===== config.mk =====
export PLATFORM = sky130hd
export DESIGN_NAME = vnsa_ctrl
export DESIGN_NICKNAME = d
export VERILOG_FILES = /design/src/voronoi_nearest_seed_region_average_unit_assert.svh /design/src/vnsa_pkg.sv /design/src/vnsa_ctrl.sv
export SDC_FILE = /design/constraint.sdc
export NUM_CORES = 1
export LEC_CHECK = 0
export BUFFER_PORTS_ARGS = -buffer_cell sky130_fd_sc_hd__buf_4
export CORE_MARGIN = 10
export CORE_UTILIZATION = 30
export CTS_CLUSTER_DIAMETER = 120
export CTS_CLUSTER_SIZE = 24
export DETAILED_ROUTE_END_ITERATION = 10
export GPL_TIMING_DRIVEN = 0
export MAX_ROUTING_LAYER = met4
export PLACE_DENSITY_LB_ADDON = 0.3
export SYNTH_ARGS = -nofsm -noshare
export SYNTH_HDL_FRONTEND = slang
export SYNTH_SLANG_ARGS = --single-unit

===== constraint.sdc =====
create_clock -name clk_i -period 4 [get_ports clk_i]
set_input_delay 0.8 -clock clk_i [delete_from_list [all_inputs] [get_ports clk_i]]
set_output_delay 0.8 -clock clk_i [all_outputs]
set_load 0.02 [all_outputs]

===== src/voronoi_nearest_seed_region_average_unit_assert.svh =====
// assertion macros for the voronoi nearest seed region average unit
// expects clk_i and rst_ni in the scope of each use
`ifndef VORONOI_NEAREST_SEED_REGION_AVERAGE_UNIT_ASSERT_SVH
`define VORONOI_NEAREST_SEED_REGION_AVERAGE_UNIT_ASSERT_SVH
`ifndef SYNTHESIS
`define VNSA_ASSERT(label, prop, msg) \
  label: assert property (@(posedge clk_i) disable iff (!rst_ni) prop) else $error(msg);
`define VNSA_ASSERT_NEXT(label, pre, post, msg) \
  label: assert property (@(posedge clk_i) disable iff (!rst_ni) pre |=> post) else $error(msg);
`else
`define VNSA_ASSERT(label, prop, msg)
`define VNSA_ASSERT_NEXT(label, pre, post, msg)
`endif
`endif


===== src/vnsa_pkg.sv =====
// shared types and constants of the voronoi nearest seed region average unit
// no dependencies
package vnsa_pkg;

  localparam int MaxSeeds  = 1024;
  localparam int CoordBits = 12;
  localparam int CountBits = 24;
  localparam int SumBits   = 32;

  localparam logic [1:0] ACT_LOAD  = 2'd0;
  localparam logic [1:0] ACT_ACCUM = 2'd1;
  localparam logic [1:0] ACT_EMIT  = 2'd2;
  localparam logic [1:0] ACT_CLEAR = 2'd3;

  localparam logic [1:0] MET_EUCLID = 2'd0;
  localparam logic [1:0] MET_MANH   = 2'd1;
  localparam logic [1:0] MET_CHEB   = 2'd2;

  localparam logic CFG_METRIC     = 1'b0;
  localparam logic CFG_SEED_COUNT = 1'b1;

  typedef struct packed {
    logic capture;
    logic seed_wr;
    logic scan_start;
    logic clr_start;
    logic sum_rd;
    logic sum_acc;
    logic div_start;
    logic res_load;
  } cmd_t;

  typedef struct packed {
    logic       scan_done;
    logic       clr_done;
    logic       div_done;
    logic [1:0] action;
  } status_t;

endpackage


===== src/vnsa_ctrl.sv =====
// controller state machine sequencing clear, scan, sum update, divide and output
// depends on vnsa_pkg
module vnsa_ctrl (
  input  logic              clk_i,
  input  logic              rst_ni,
  input  logic              in_valid_i,
  output logic              in_stall_o,
  input  logic [1:0]        action_i,
  output logic              out_valid_o,
  input  logic              out_stall_i,
  input  vnsa_pkg::status_t sts_i,
  output vnsa_pkg::cmd_t    cmd_o
);

  localparam logic [2:0] S_IDLE   = 3'd0;
  localparam logic [2:0] S_CLEAR  = 3'd1;
  localparam logic [2:0] S_SCAN   = 3'd2;
  localparam logic [2:0] S_SUMRD  = 3'd3;
  localparam logic [2:0] S_SUMUSE = 3'd4;
  localparam logic [2:0] S_DIV    = 3'd5;
  localparam logic [2:0] S_FINISH = 3'd6;

  logic [2:0] state_q, state_d;
  logic       item_q, item_d;
  logic       ovalid_q, ovalid_d;
  logic       accept;

  assign in_stall_o  = state_q != S_IDLE;
  assign accept      = in_valid_i && !in_stall_o;
  assign out_valid_o = ovalid_q;

  always_comb begin
    state_d  = state_q;
    item_d   = item_q;
    ovalid_d = ovalid_q && out_stall_i;
    cmd_o    = '0;
    unique case (state_q)
      S_IDLE: begin
        if (accept) begin
          cmd_o.capture = 1'b1;
          item_d        = 1'b1;
          unique case (action_i)
            vnsa_pkg::ACT_LOAD: state_d = S_FINISH;
            vnsa_pkg::ACT_CLEAR: begin
              cmd_o.clr_start = 1'b1;
              state_d         = S_CLEAR;
            end
            default: begin
              cmd_o.scan_start = 1'b1;
              state_d          = S_SCAN;
            end
          endcase
        end
      end
      S_CLEAR: begin
        if (sts_i.clr_done) begin
          state_d = item_q ? S_FINISH : S_IDLE;
        end
      end
      S_SCAN: begin
        if (sts_i.scan_done) begin
          state_d = S_SUMRD;
        end
      end
      S_SUMRD: begin
        cmd_o.sum_rd = 1'b1;
        state_d      = S_SUMUSE;
      end
      S_SUMUSE: begin
        if (sts_i.action == vnsa_pkg::ACT_ACCUM) begin
          cmd_o.sum_acc = 1'b1;
          state_d       = S_FINISH;
        end else begin
          cmd_o.div_start = 1'b1;
          state_d         = S_DIV;
        end
      end
      S_DIV: begin
        if (sts_i.div_done) begin
          state_d = S_FINISH;
        end
      end
      S_FINISH: begin
        cmd_o.seed_wr = sts_i.action == vnsa_pkg::ACT_LOAD;
        if (!ovalid_q || !out_stall_i) begin
          cmd_o.res_load = 1'b1;
          ovalid_d       = 1'b1;
          state_d        = S_IDLE;
        end
      end
      default: state_d = S_IDLE;
    endcase
  end

  always_ff @(posedge clk_i or negedge rst_ni) begin
    if (!rst_ni) begin
      state_q  <= S_CLEAR;
      item_q   <= 1'b0;
      ovalid_q <= 1'b0;
    end else begin
      state_q  <= state_d;
      item_q   <= item_d;
      ovalid_q <= ovalid_d;
    end
  end

endmodule


==> impl_metrics.json <==
{
  "drive_above_1_share": 0.4110,
  "crit_path_cell_trace": "buf_2, nor2_1, and3_1, and2_1, buf_4",
  "dp_slack_ns": 1.693,
  "first_pass_iters": 2,
  "worstPathArrival_ns": 1.56,
  "yosysSeqAreaShare": 0.2971,
  "num_rows": 13,
  "synth_top_family_by_area": "simple AND/OR/NAND/NOR gates",
  "synthSimpleGateAreaFrac": 0.2735,
  "synth-compound-area-share": 0.1882,
  "dpl_cell_area_sq_um": 594.3,
  "setup_viol": 0,
  "num_antenna_cells": 0,
  "start_kind": "register",
  "core_area_sq_um": 1318,
  "vias": 431,
  "critPathLaunch": "state_q[1]",
  "wl_per_cell_um": 12.47,
  "slew_headroom": 0.8163,
  "ant_nets": 0,
  "tightestPinTransition_ns": 0.2756,
  "numPortBuffers": 20,
  "gp_congestion": 0.7214,
  "die_width_um": 57.66,
  "drc": 0,
  "cts_setup_buffers": 0,
  "end_kind": "output port",
  "grt_overflow": 0,
  "wl_mm": 1.097,
  "critical_path_class": "register to output port",
  "finalPower_uw": 417.7,
  "status": "finished clean",
  "post_cts_resized": 0,
  "finalSetupTns_ns": 0,
  "tritoncts": "done",
  "maxCapViolCount": 0,
  "cp_slowest_cell": "dfrtp_1",
  "ir_worst_vdd_uv": 206.7,
  "final_area_sq_um": 620.6,
  "cts_sinks": 5,
  "grt_max_degree": 11,
  "htree_levels": 1,
  "grt_pass1_vias": 433,
  "ys_ff_latch": 5,
  "holdWs_ns": 0.3562,
  "fin_crit_sh": 0.5909,
  "final-instance-count-excl-fill": 88,
  "synth_fa_ha_area_frac": 0.08824,
  "clkTransAtPathRegs_ns": 0.04,
  "post-route-min-period_ns": 2.364,
  "max_stage_delay_ns": 0.40,
  "gr-usage-all-layers": 0.07056,
  "die_y_um": 57.66,
  "ctsHoldBuffers": 0,
  "numCtsBuffers": 3,
  "yosys_warnings": 0,
  "slew_viol_final": 0,
  "final_core_util": 0.4710,
  "nNetsFinal": 88,
  "cts_buffer_depth": 2,
  "floorplan.initialDensity": 0.3229,
  "drtIter0Drc": 7,
  "rrSetupSlack_ns": 2.49,
  "leakage_nw": 0.3217,
  "hp-class": "primary input to async pin",
  "antenna_found_initial": 0,
  "hold_viol": 0,
  "grt_pass1_wl_mm": 1.897,
  "pin_count": 21,
  "fin_ws_ns": 1.636,
  "crit_fanout": 10,
  "syn_area_per_cell_sq_um": 8.682,
  "max_freq_mhz": 423.1,
  "power_density_nw_per_um2": 673.1,
  "dpl.hpwl_um": 933,
  "skew_ns": 0.0006576,
  "grt_setup_unrepaired": "no",
  "cts-root-buf": "clkbuf_4",
  "synth_nets": 63,
  "clkLatencyLatePin_ns": 0.23,
  "cp_data_required_time_ns": 3.20,
  "syn_area_sq_um": 425.4,
  "place_inst": 84,
  "synth_mux_area_frac": 0.1059,
  "synth_cell_types": 28,
  "routed_via_density": 4.898,
  "netlist_instances": 49,
  "synth_xor_xnor_area_share": 0,
  "r2r_start": "state_q[2]",
  "areaGrowthSynthToFinish_pct": 45.88,
  "die_area_sq_um": 3324
}
[power by group]
| part | internal, mW | total, mW | switching [mW] |
|---|---|---|---|
| logic | 0.119 | 0.258 | 0.138 |
| clock network | 0.0376 | 0.0561 | 0.0185 |
| registers | 0.0756 | 0.104 | 0.0285 |
[per-layer routing]
layer | wire length [um] | share of wire | vias up | GRT usage
li1 | - | - | 222 | -
met1 | 491 | 0.45 | 200 | 0.07475
met2 | 559 | 0.51 | 9 | 0.1104
met3 | 47 | 0.043 | 0 | 0.02614
met4 | 0 | 0 | 0 | 0.04027
met5 | 0 | 0 | - | -
[Yosys cell counts]
master / number / area, sq um
a21oi_1: 4 / 20.02
a2bb2oi_2: 1 / 15.01
a41oi_1: 1 / 8.760
and2_1: 2 / 12.51
and3_1: 2 / 12.51
and3_2: 1 / 7.510
buf_2: 1 / 5.000
dfrtp_1: 4 / 100.1
dfstp_2: 1 / 26.28
ha_1: 3 / 37.54
inv_1: 4 / 15.01
mux2_4: 1 / 15.01
mux2i_1: 3 / 30.03
nand2_1: 5 / 18.77
nand2_2: 1 / 6.260
nand3_1: 1 / 5.000
nand3b_1: 1 / 7.510
nor2_1: 3 / 11.26
nor2b_1: 1 / 6.260
nor3_1: 1 / 5.000
nor4_1: 1 / 6.260
o211ai_1: 1 / 7.510
o21ai_0: 1 / 5.000
o21bai_1: 1 / 7.510
o22a_1: 1 / 8.760
o31ai_1: 1 / 7.510
or2_1: 1 / 6.260
or3_4: 1 / 11.26
[worst max-delay path, delay by kind of cell, from the launching register on]
family | cells | cell delay [ns]
buf+inv | 2 | 0.32
flops | 1 | 0.40
simple gates | 3 | 0.60
[final cells by class]
class | count | area, sq um
Buffer | 1 | 5.005
Timing Repair Buffer | 20 | 150.1
Multi-Input combinational cell | 39 | 279.0
Tap cell | 15 | 18.77
Fill cell | 142 | 696.9
Inverter | 4 | 15.01
Clock buffer | 4 | 26.28
Sequential cell | 5 | 126.4
[registers in the layout, summed over array words and instances, names as in the netlist]
name         cells
state_q          3
item_q           1
out_valid_o      1
[cell usage in the layout (no fill, tap or decap), drive strengths merged]
| cell type | netlist | final |
|---|---|---|
| buf | 1 | 21 |
| dfrtp | 4 | 4 |
| and2 | 2 | 2 |
| mux2i | 3 | 3 |
| nor3 | 1 | 1 |
| and3 | 3 | 3 |
| nand3b | 1 | 1 |
| ha | 3 | 3 |
| clkbuf | 0 | 4 |
| nor4 | 1 | 1 |
| a21oi | 4 | 4 |
| nand3 | 1 | 1 |
| or3 | 1 | 1 |
| o31ai | 1 | 1 |
| mux2 | 1 | 1 |
| o22a | 1 | 1 |
| inv | 4 | 4 |
| a2bb2oi | 1 | 1 |
| a41oi | 1 | 1 |
| dfstp | 1 | 1 |
| nor2 | 3 | 3 |
| o21ai | 1 | 1 |
| o211ai | 1 | 1 |
| or2 | 1 | 1 |
| o21bai | 1 | 1 |
| nand2 | 6 | 6 |
| nor2b | 1 | 1 |
[final timing paths]
path	endpoint	depth (start not counted)
setup / recovery	cmd_o[5]	5
hold / removal	state_q[1]	1
setup reg to reg	state_q[1]	4
hold reg to reg	item_q	1
max in group asynchronous	state_q[0]	1
min in group clk_i	item_q	1
[cell families after synthesis]
group | after synthesis
mux | 4
simple gates | 21
fa+ha+maj | 3
compound gates | 11
flops | 5
buf+inv | 5
(Power assumes the default switching activity.)
